--- config.mk ---
export PLATFORM = sky130hd
export DESIGN_NAME = encoder_motor_position_controller
export DESIGN_NICKNAME = d
export VERILOG_FILES = /design/src/emp_pkg.sv /design/src/encoder_motor_position_controller.sv
export SDC_FILE = /design/constraint.sdc
export NUM_CORES = 1
export LEC_CHECK = 0
export BUFFER_PORTS_ARGS = -buffer_cell sky130_fd_sc_hd__buf_4
export CAP_MARGIN = 20
export CELL_PAD_IN_SITES_DETAIL_PLACEMENT = 0
export CELL_PAD_IN_SITES_GLOBAL_PLACEMENT = 2
export CORE_AREA = 2 2 310 312
export CTS_BUF_LIST = sky130_fd_sc_hd__clkbuf_2
export DETAILED_ROUTE_END_ITERATION = 8
export DIE_AREA = 0 0 312 314
export GPL_ROUTABILITY_DRIVEN = 0
export GPL_TIMING_DRIVEN = 0
export MAX_ROUTING_LAYER = met4
export PLACE_DENSITY = 0.64
export SETUP_SLACK_MARGIN = 0.3
export SYNTH_ARGS = -nofsm -noshare
export SYNTH_HDL_FRONTEND = slang
export SYNTH_SLANG_ARGS = --single-unit
export TNS_END_PERCENT = 10
--- constraint.sdc ---
create_clock -name i_clk -period 11.9 [get_ports i_clk]
set_clock_uncertainty 0.2 [all_clocks]
set_input_delay 0.595 -clock i_clk [delete_from_list [all_inputs] [get_ports i_clk]]
set_output_delay 0.595 -clock i_clk [all_outputs]
set_load 0.03 [all_outputs]
--- src/emp_pkg.sv ---
// Package for the encoder motor position controller.
// Holds request kind codes, register indexes, widths and reset values.
// No dependencies.
package emp_pkg;

    typedef enum logic [2:0] {
        KIND_EDGE   = 3'd0,
        KIND_SPIN   = 3'd1,
        KIND_FOLLOW = 3'd2,
        KIND_SPEED  = 3'd3,
        KIND_TARGET = 3'd4,
        KIND_CLEAR  = 3'd5
    } t_kind;

    typedef enum logic [2:0] {
        REG_INVERT   = 3'd0,
        REG_GAIN     = 3'd1,
        REG_LIMIT    = 3'd2,
        REG_PERIOD   = 3'd3,
        REG_DIVISOR  = 3'd4
    } t_reg_idx;

    localparam int CFG_IDX_W  = 3;
    localparam int CFG_DATA_W = 16;
    localparam int POS_W      = 32;
    localparam int SPEED_W    = 8;
    localparam int DIV_W      = 16;
    localparam int QUO_W      = POS_W + 1;
    localparam int CNT_W      = $clog2(QUO_W);

    localparam logic [7:0]  DRIVE_MAX     = 8'd255;
    localparam logic [7:0]  GAIN_RESET    = 8'd1;
    localparam logic [6:0]  LIMIT_RESET   = 7'd10;
    localparam logic [15:0] PERIOD_RESET  = 16'd10;
    localparam logic [15:0] DIVISOR_RESET = 16'd4;

endpackage

--- src/encoder_motor_position_controller.sv ---
// Encoder motor position controller: proportional position loop with
// encoder counter, timed setpoint advance and serial follow-speed divider.
// Depends on emp_pkg.
//
// Usage:
//   Input channel (i_valid/o_ready) carries one request: encoder edge, spin
//   step, follow step, set speed, set target or clear. Each request gives
//   exactly one result on the output channel (o_valid/i_ready): direction,
//   PWM, moving flag and the position after the request.
//   Configuration is a plain write port (i_cfg_we, i_cfg_idx, i_cfg_data); the user
//   writes it only while no request is in flight, as the block does not enforce it.
// Sequencing:
//   Most requests pass S_EXEC, then S_DONE, which loads the output register behind o_valid.
//   A follow step passes S_EXEC, S_DIV and S_FIN before S_DONE; in S_DIV
//   the signed target error is divided by the follow divisor in a restoring
//   divider that produces one quotient bit per cycle (33 bits).
//   One request is in flight at a time; o_ready is high only when idle.
// Reset:
//   Synchronous, active low. Position, setpoint, speeds, timer and target
//   return to zero; registers return to their reset values.
// Stall:
//   The result sits in an output register; a new request is accepted while it
//   waits, and a finished result holds, with o_ready low, until it frees.
module encoder_motor_position_controller
    import emp_pkg::*;
(
    input  logic                    i_clk,
    input  logic                    i_rst_n,
    input  logic                    i_cfg_we,
    input  logic [CFG_IDX_W-1:0]    i_cfg_idx,
    input  logic [CFG_DATA_W-1:0]   i_cfg_data,
    input  logic                    i_valid,
    output logic                    o_ready,
    input  logic [2:0]              i_kind,
    input  logic                    i_enc_b,
    input  logic signed [31:0]      i_value,
    input  logic [31:0]             i_now_ms,
    output logic                    o_valid,
    input  logic                    i_ready,
    output logic                    o_backward,
    output logic [7:0]              o_pwm,
    output logic                    o_moving,
    output logic signed [31:0]      o_position_now
);

    typedef enum logic [2:0] {
        S_IDLE,
        S_EXEC,
        S_DIV,
        S_FIN,
        S_DONE
    } t_state;

    t_state r_state;

    logic        r_invert;
    logic [7:0]  r_gain;
    logic [6:0]  r_limit;
    logic [15:0] r_period;
    logic [15:0] r_divisor;

    logic [POS_W-1:0]   r_position;
    logic [POS_W-1:0]   r_setpoint;
    logic [SPEED_W-1:0] r_speed_now;
    logic [SPEED_W-1:0] r_speed_cmd;
    logic [31:0]        r_advance;
    logic [POS_W-1:0]   r_target;

    logic [2:0]  r_kind;
    logic        r_enc_b;
    logic [31:0] r_value;
    logic [31:0] r_now;

    logic [DIV_W-1:0] r_rem;
    logic [QUO_W-1:0] r_quo;
    logic [CNT_W-1:0] r_cnt;
    logic             r_qneg;

    logic       r_res_bwd;
    logic [7:0] r_res_pwm;
    logic       r_res_moving;

    logic              r_out_valid;
    logic              r_out_bwd;
    logic [7:0]        r_out_pwm;
    logic              r_out_moving;
    logic [POS_W-1:0]  r_out_pos;

    logic [QUO_W-1:0] err;
    logic [QUO_W-1:0] err_mag;
    logic [15:0]      prod;
    logic             drive_neg;
    logic [7:0]       drive_pwm;
    logic             timer_hit;
    logic [QUO_W-1:0] terr;
    logic [DIV_W-1:0] div_eff;
    logic [DIV_W:0]   rem_sh;
    logic             rem_ge;
    logic [DIV_W:0]   rem_sub;
    logic [7:0]       lim;
    logic             q_over;
    logic [7:0]       q_mag;
    logic signed [31:0] lim32;
    logic [7:0]       spd_clamped;

    assign err       = {r_setpoint[POS_W-1], r_setpoint} - {r_position[POS_W-1], r_position};
    assign err_mag   = err[QUO_W-1] ? (~err + 1'b1) : err;
    assign prod      = r_gain * err_mag[7:0];
    assign drive_neg = err[QUO_W-1] && (r_gain != 8'd0);
    assign drive_pwm = (r_gain == 8'd0) ? 8'd0 :
                       ((|err_mag[QUO_W-1:8]) || (|prod[15:8])) ? DRIVE_MAX : prod[7:0];
    assign timer_hit = r_now > r_advance;

    assign terr    = {r_target[POS_W-1], r_target} - {r_position[POS_W-1], r_position};
    assign div_eff = (r_divisor == '0) ? DIV_W'(1) : r_divisor;
    assign rem_sh  = {r_rem, r_quo[QUO_W-1]};
    assign rem_ge  = rem_sh >= {1'b0, div_eff};
    assign rem_sub = rem_sh - {1'b0, div_eff};

    assign lim    = r_speed_cmd[SPEED_W-1] ? (~r_speed_cmd + 1'b1) : r_speed_cmd;
    assign q_over = (|r_quo[QUO_W-1:8]) || (r_quo[7:0] > lim);
    assign q_mag  = q_over ? lim : r_quo[7:0];

    assign lim32 = signed'({25'd0, r_limit});
    always_comb begin
        if (signed'(r_value) > lim32) begin
            spd_clamped = {1'b0, r_limit};
        end else if (signed'(r_value) < -lim32) begin
            spd_clamped = ~{1'b0, r_limit} + 1'b1;
        end else begin
            spd_clamped = r_value[7:0];
        end
    end

    always_ff @(posedge i_clk) begin
        if (!i_rst_n) begin
            r_state      <= S_IDLE;
            r_invert     <= 1'b0;
            r_gain       <= GAIN_RESET;
            r_limit      <= LIMIT_RESET;
            r_period     <= PERIOD_RESET;
            r_divisor    <= DIVISOR_RESET;
            r_position   <= '0;
            r_setpoint   <= '0;
            r_speed_now  <= '0;
            r_speed_cmd  <= '0;
            r_advance    <= '0;
            r_target     <= '0;
            r_out_valid  <= 1'b0;
        end else begin
            if (i_cfg_we) begin
                case (i_cfg_idx)
                    REG_INVERT:  r_invert  <= i_cfg_data[0];
                    REG_GAIN:    r_gain    <= i_cfg_data[7:0];
                    REG_LIMIT:   r_limit   <= i_cfg_data[6:0];
                    REG_PERIOD:  r_period  <= i_cfg_data;
                    REG_DIVISOR: r_divisor <= i_cfg_data;
                    default: ;
                endcase
            end

            if (i_ready && (r_state != S_DONE)) begin
                r_out_valid <= 1'b0;
            end

            case (r_state)
                S_IDLE: begin
                    if (i_valid) begin
                        r_kind  <= i_kind;
                        r_enc_b <= i_enc_b;
                        r_value <= i_value;
                        r_now   <= i_now_ms;
                        r_state <= S_EXEC;
                    end
                end
                S_EXEC: begin
                    r_res_moving <= 1'b0;
                    if (r_kind inside {KIND_SPIN, KIND_FOLLOW}) begin
                        r_res_bwd <= drive_neg ^ r_invert;
                        r_res_pwm <= drive_pwm;
                    end else begin
                        r_res_bwd <= 1'b0;
                        r_res_pwm <= '0;
                    end
                    r_state <= (r_kind == KIND_FOLLOW) ? S_DIV : S_DONE;
                    case (r_kind)
                        KIND_EDGE: begin
                            if (r_enc_b ^ r_invert) begin
                                r_position <= r_position + 1'b1;
                            end else begin
                                r_position <= r_position - 1'b1;
                            end
                        end
                        KIND_SPIN, KIND_FOLLOW: begin
                            if (timer_hit) begin
                                r_advance  <= r_now + {16'd0, r_period};
                                r_setpoint <= r_setpoint
                                              + {{(POS_W-SPEED_W){r_speed_now[SPEED_W-1]}},
                                                 r_speed_now};
                            end
                            if (r_kind == KIND_FOLLOW) begin
                                r_qneg  <= terr[QUO_W-1];
                                r_quo   <= terr[QUO_W-1] ? (~terr + 1'b1) : terr;
                                r_rem   <= '0;
                                r_cnt   <= '0;
                            end
                        end
                        KIND_SPEED: begin
                            r_speed_now <= spd_clamped;
                            r_speed_cmd <= spd_clamped;
                        end
                        KIND_TARGET: begin
                            r_target <= r_value;
                        end
                        KIND_CLEAR: begin
                            r_position  <= '0;
                            r_setpoint  <= '0;
                            r_speed_now <= '0;
                            r_speed_cmd <= '0;
                            r_advance   <= '0;
                            r_target    <= '0;
                        end
                        default: ;
                    endcase
                end
                S_DIV: begin
                    r_rem <= rem_ge ? rem_sub[DIV_W-1:0] : rem_sh[DIV_W-1:0];
                    r_quo <= {r_quo[QUO_W-2:0], rem_ge};
                    r_cnt <= r_cnt + 1'b1;
                    if (r_cnt == CNT_W'(QUO_W - 1)) begin
                        r_state <= S_FIN;
                    end
                end
                S_FIN: begin
                    r_speed_now  <= r_qneg ? (~q_mag + 1'b1) : q_mag;
                    r_res_moving <= |r_quo;
                    r_state      <= S_DONE;
                end
                S_DONE: begin
                    if (!r_out_valid || i_ready) begin
                        r_out_valid  <= 1'b1;
                        r_out_bwd    <= r_res_bwd;
                        r_out_pwm    <= r_res_pwm;
                        r_out_moving <= r_res_moving;
                        r_out_pos    <= r_position;
                        r_state      <= S_IDLE;
                    end
                end
                default: r_state <= S_IDLE;
            endcase
        end
    end

    assign o_ready        = (r_state == S_IDLE);
    assign o_valid        = r_out_valid;
    assign o_backward     = r_out_bwd;
    assign o_pwm          = r_out_pwm;
    assign o_moving       = r_out_moving;
    assign o_position_now = r_out_pos;

endmodule
== Word level (Yosys, flattened, before mapping) ==
Index checks and enable logic that the tools add are counted.

* Flip-flop bits (word level): 372
* Output and inout bits: 44
* Word-level logic and storage cells: 157

* Add/subtract/negate cells: 14
* Multiply operators: 1
* $lt $le $gt $ge: 5
* Equal/unequal tests: 22
* Multiplexer cells: 37
* Bitwise operators: 8
* Reductions and logical operators: 42

{| class="wikitable"
|+ Operators with widths
! operator !! number
|-
| 32-bit one-hot mux with 2 select lines || 4
|-
| 33-bit two-way mux || 4
|-
| 32-bit two-way mux || 3
|-
| 33-bit by 1-bit adder with 33-bit output, second input constant || 2
|-
| 33-bit NOT || 2
|-
| 33-bit one-hot mux with 2 select lines || 1
|-
| 32-bit by 32-bit subtractor with 33-bit output || 2
|-
| 16-bit two-way mux || 4
|-
| 25-bit OR reduction || 2
|-
| 8-bit two-way mux || 6
|-
| 33-bit OR reduction || 1
|-
| 32-bit by 1-bit adder with 32-bit output, second input constant || 1
|-
| 32-bit by 16-bit adder with 32-bit output || 1
|-
| 32-bit adder || 1
|-
| 32-bit greater-than comparator || 1
|-
| 32-bit by 8-bit greater-than comparator with 1-bit output || 1
|-
| 32-bit less-than comparator || 1
|-
| 7-bit negation with 32-bit output || 1
|-
| 16-bit one-hot mux with 2 select lines || 1
|-
| 8-bit one-hot mux with 2 select lines || 2
|-
| 32-bit by 1-bit subtractor with 32-bit output, second input constant || 1
|-
| 8-bit by 1-bit adder with 8-bit output, second input constant || 3
|-
| 2-bit AND reduction || 11
|-
| 3-bit by 2-bit == test with 1-bit output, second input constant || 6
|-
| other kinds (33) || 67
|}

== Depth between registers and ports, before layout ==
* Word-level depth: 10
* Gate-level depth with buffers: 35

== Least setup slack after synthesis ==
Ideal clock, no wire load.

* Path kind: register to register
* Start: register r_position[5]
* End: register r_res_pwm[5], data pin
* Setup time: 0.289 ns
* Arrival time: 8.256 ns
* Slack: 3.155 ns
* Stages on the path, launching flop included: 32
* Path buffers: 2
* Clock period less this slack: 8.745 ns
* Cells stage by stage: dfxtp_1 inv_1 ha_1 or3_4 or2_4 o21ai_1 o31a_1 o21ai_0 o21ai_0 clkbuf_1 clkbuf_1 o21ai_0 xnor2_1 nand2_1 fa_1 fa_1 fa_1 fa_1 inv_1 ha_1 o21a_1 o21ai_0 a21oi_1 o21ai_0 a21oi_1 or4_1 a31oi_1 o311ai_1 nor4_1 nand4_1 nor4_4 a41oi_1

* Longest elaborated chain between the ends: 8
* Elaborated cells between the ends (all ways): 9
* Classes of those cells: add/sub (2); mul (1); mux (2); bitwise (1); reduce/logical (3)

{| class="wikitable"
|+ Ends and longest elaborated chain
! item !! RTL line !! source
|-
| start, declared || encoder_motor_position_controller.sv:62 || <nowiki>logic [POS_W-1:0] r_position;</nowiki>
|-
| start signal, assigned || encoder_motor_position_controller.sv:189 || <nowiki>r_position <= r_position + 1'b1;</nowiki>
|-
| start signal, assigned || encoder_motor_position_controller.sv:191 || <nowiki>r_position <= r_position - 1'b1;</nowiki>
|-
| 32-bit by 32-bit subtractor with 33-bit output * || encoder_motor_position_controller.sv:106 || <nowiki>assign err = {r_setpoint[POS_W-1], r_setpoint} - {r_position[POS_W-1], r_position};</nowiki>
|-
| 33-bit NOT || encoder_motor_position_controller.sv:107 || <nowiki>assign err_mag = err[QUO_W-1] ? (~err + 1'b1) : err;</nowiki>
|-
| 33-bit by 1-bit adder with 33-bit output || encoder_motor_position_controller.sv:107 ||
|-
| 33-bit two-way mux * || encoder_motor_position_controller.sv:107 ||
|-
| 8-bit by 8-bit multiplier with 16-bit output || encoder_motor_position_controller.sv:108 || <nowiki>assign prod = r_gain * err_mag[7:0];</nowiki>
|-
| 8-bit OR reduction || encoder_motor_position_controller.sv:111 || <nowiki>((|err_mag[QUO_W-1:8]) || (|prod[15:8])) ? DRIVE_MAX : prod[7:0];</nowiki>
|-
| 1-bit logical OR || encoder_motor_position_controller.sv:111 ||
|-
| 8-bit two-way mux * || encoder_motor_position_controller.sv:111 ||
|-
| end signal, assigned || encoder_motor_position_controller.sv:180 || <nowiki>r_res_pwm <= drive_pwm;</nowiki>
|-
| end, declared || encoder_motor_position_controller.sv:80 || <nowiki>logic [7:0] r_res_pwm;</nowiki>
|}

Every way passes the cells marked *; elsewhere a longest branch is shown, timed or not.
A chain may end at the register's enable or synchronous reset.

== Worst setup path in the final report ==
Same ends and word-level chain as after synthesis.

==> impl_metrics.py <==
metrics = {
    "outcome": {
        "status": "finished, final reports clean",
    },
    "min_path": {
        "hold_class": "primary input to register",
        "hp-start": "i_cfg_idx[0]",
    },
    "worst_setup_path": {
        "critPathMaxFanout": 10,
        "cp.required_ps": 12580,
        "r2r_start": "r_position[5]$_SDFFE_PN0P_",
        "reg2reg_slack_ps": 1040,
        "crit_type": "register to register",
        "cp-end-kind": "register",
        "worst_path_largest_cell_delay_ps": 540,
        "crit_arrival_ps": 11540,
        "slowest_stage": "nor4_4",
        "critPathMostFrequentCell": "inv_1",
        "cp-start-kind": "register",
        "critPathLaunch": "r_position[5]$_SDFFE_PN0P_",
    },
    "grt": {
        "first_global_vias": 25452,
        "antenna_found_initial": 2,
        "grt.overflow.total": 0,
        "grt_pass1_wl_mm": 153.3,
        "grt.total_usage": 0.2083,
        "grt_max_degree": 69,
    },
    "cts": {
        "tritoncts": "yes",
        "cts_buffers": 107,
        "clockBufferDepth": 3,
        "cts_root_buf": "clkbuf_2",
        "cts.sinks": 372,
        "post_cts_buffers": 0,
        "clock_latency_ps": 1330,
        "clk_pin_slew_worst_paths_ps": 130,
        "htree_levels": 3,
    },
    "timing": {
        "setup_violations": 0,
        "drv_slew": 0,
        "grt_setup_unrepaired": "false",
        "tns_ps": 0,
        "fmax_mhz": 92.12,
        "tightest_slew_ps": 1125,
        "finalCriticalPeriod_ps": 10860,
        "slew_headroom": 0.2503,
        "fin_crit_sh": 0.9122,
        "hold_violations": 0,
        "whs_ps": 189.5,
    },
    "logic_synthesis": {
        "synth_compound_area_frac": 0.2062,
        "synth_edf_count": 176,
        "yosys-top-cells-area": "edfxtp_1 19%, dfxtp_1 14%, ha_1 12%",
        "ys_types": 95,
        "yosysMostFrequentCell": "a21oi_1",
        "synth-xor-area-share": 0.06096,
        "async_reset_ff_frac": 0,
        "yosys_most_used_dff": "dfxtp_1",
        "synth_nets": 3664,
        "netlist_area_sq_um": 28160,
        "synth_top_area_cell": "edfxtp_1",
        "syn_inst": 3251,
        "synth_top_family_by_area": "compound AO/OA/AOI/OAI gates",
        "synth-simple-area-share": 0.1985,
        "syn_avg_cell_area_sq_um": 8.663,
        "ys_warn_count": 0,
        "ys_seq_area_frac": 0.3270,
        "ys_ff_latch": 372,
        "synth_commonest_cells": "326 x a21oi_1, 292 x nand2_1, 279 x ha_1",
        "synthAdderAreaFrac": 0.1538,
        "synth_top_area_frac": 0.1877,
        "synthMuxAreaShare": 0.009508,
    },
    "detailed_routing": {
        "ant_nets": 0,
        "vias": 26113,
        "first_pass_iters": 7,
        "drtIter0Drc": 1690,
        "wirelength_mm": 101.6,
        "wl_per_cell_um": 20.02,
        "drcViolationCount": 0,
        "via_per_inst": 5.145,
    },
    "job": {
        "cap_violations": 0,
    },
    "floorplan": {
        "io_pins": 136,
        "initial_core_util": 0.2982,
        "core_region_area_sq_um": 94450,
        "die_w_um": 312,
        "dieArea_sq_um": 97970,
        "die_h_um": 314,
        "placementRows": 113,
    },
    "placement": {
        "place_area_sq_um": 30960,
        "dp.cells": 4663,
        "port_buffers": 135,
        "dp_hpwl_mm": 79.84,
    },
    "pwr": {
        "p_leak_nw": 14.10,
        "pwr_density_cell_nw_per_um2": 116.7,
        "ir_worst_vdd_mv": 0.06988,
    },
    "cells_and_area": {
        "layout-drive-gt1-share": 0.1065,
        "nets": 4122,
        "area_growth_pct": 21.23,
        "fin_area_sq_um": 34140,
        "post-route-util": 0.3615,
        "stdcell_count": 5075,
    },
}
[through the flow]
stage | power [W] | setup slack, ps
floorplan | 0.002404 | 3155
global placement | 0.002842 | 485.3
detailed placement | 0.002856 | 457.8
CTS | 0.004023 | 315.3
global route | 0.004249 | 324.5
finish | 0.003983 | 1045
[where the power goes]
group	leakage, nW	internal [W]	switching (W)
clock	0.816	0.000459	0.000626
combinational	10.1	0.000548	0.000906
sequential	3.22	0.00141	0.0000349
[cells by family after synthesis]
logic type      Yosys count
fa+ha+maj               321
mux                      26
compound gates          903
flops                   372
buf+inv                 330
simple gates           1106
xor+xnor                193
[layout make-up]
type                            instances  area [sq um]
Sequential cell                       372          9210
Timing Repair Buffer                  349          3206
Multi-Input combinational cell       2549         17780
Buffer                                124         466.7
Clock buffer                          161         805.8
Antenna cell                            6         15.01
Inverter                              206         773.2
Fill cell                            9830         60300
Tap cell                             1265          1583
Clock inverter                         43         301.5
[critical path, delay by kind of cell, from the launching register on]
| family | cells | cell delay [ps] |
|---|---|---|
| buffers and inverters | 7 | 1180 |
| XOR/XNOR | 1 | 260 |
| adder cells (fa/ha/maj) | 6 | 2690 |
| AND/OR/NAND/NOR | 7 | 2520 |
| flip-flops | 1 | 460 |
| AO/OA/AOI/OAI | 13 | 3140 |
[flip-flops by register name (all words and copies together), names as in the netlist, 16 cells and up]
name            count
r_now              32
r_position         32
o_position_now     32
r_quo              33
r_advance          32
r_target           32
r_divisor          16
r_rem              16
r_period           16
r_setpoint         32
r_value            32
[cells in the final DEF, fill, tap and decap left out, drive strengths merged, types with 28 or more instances in the layout]
cell type / synthesis / routed
a21oi: 326 / 326
dfxtp: 196 / 196
fa: 42 / 42
ha: 279 / 279
and3: 35 / 35
xor2: 69 / 69
edfxtp: 176 / 176
a21o: 86 / 86
nand4: 38 / 38
nor3b: 45 / 45
a31oi: 32 / 32
nor2b: 46 / 46
and2: 48 / 48
nor4: 37 / 37
nor2: 237 / 237
o21a: 39 / 39
buf: 7 / 154
nor3: 71 / 71
nand3: 114 / 114
inv: 206 / 210
xnor2: 124 / 124
dlygate4sd3: 0 / 201
o21ai: 153 / 153
nand2: 292 / 292
clkbuf: 117 / 278
clkinv: 0 / 32
or2: 28 / 28
nand2b: 37 / 37
[final timing paths]
| path | endpoint | cells after the start |
|---|---|---|
| worst min-delay path | r_gain[1]$_SDFFE_PN0P_ | 6 |
| worst min register to register | o_pwm[6]$_DFFE_PP_ | 0 |
| worst max register to register | r_res_pwm[5]$_SDFFCE_PP0P_ | 34 |
| worst max-delay path | r_res_pwm[5]$_SDFFCE_PP0P_ | 34 |
[layer usage]
| layer | vias to the layer above | track usage | routed length, um |
|---|---|---|---|
| li1 | 12862 | - | - |
| met1 | 12520 | 0.2823 | 49580 |
| met2 | 592 | 0.3236 | 45200 |
| met3 | 139 | 0.02701 | 4121 |
| met4 | 0 | 0.06337 | 2687 |
| met5 | - | - | 0 |
[what timing repair did]
action | in CTS | in global routing
resized for setup | 0 | 9
hold buffers | 201 | 0
endpoints found under the hold margin | 213 | 0
endpoints found under the setup margin | 0 | 8
Power figures use the tool's default switching activity.
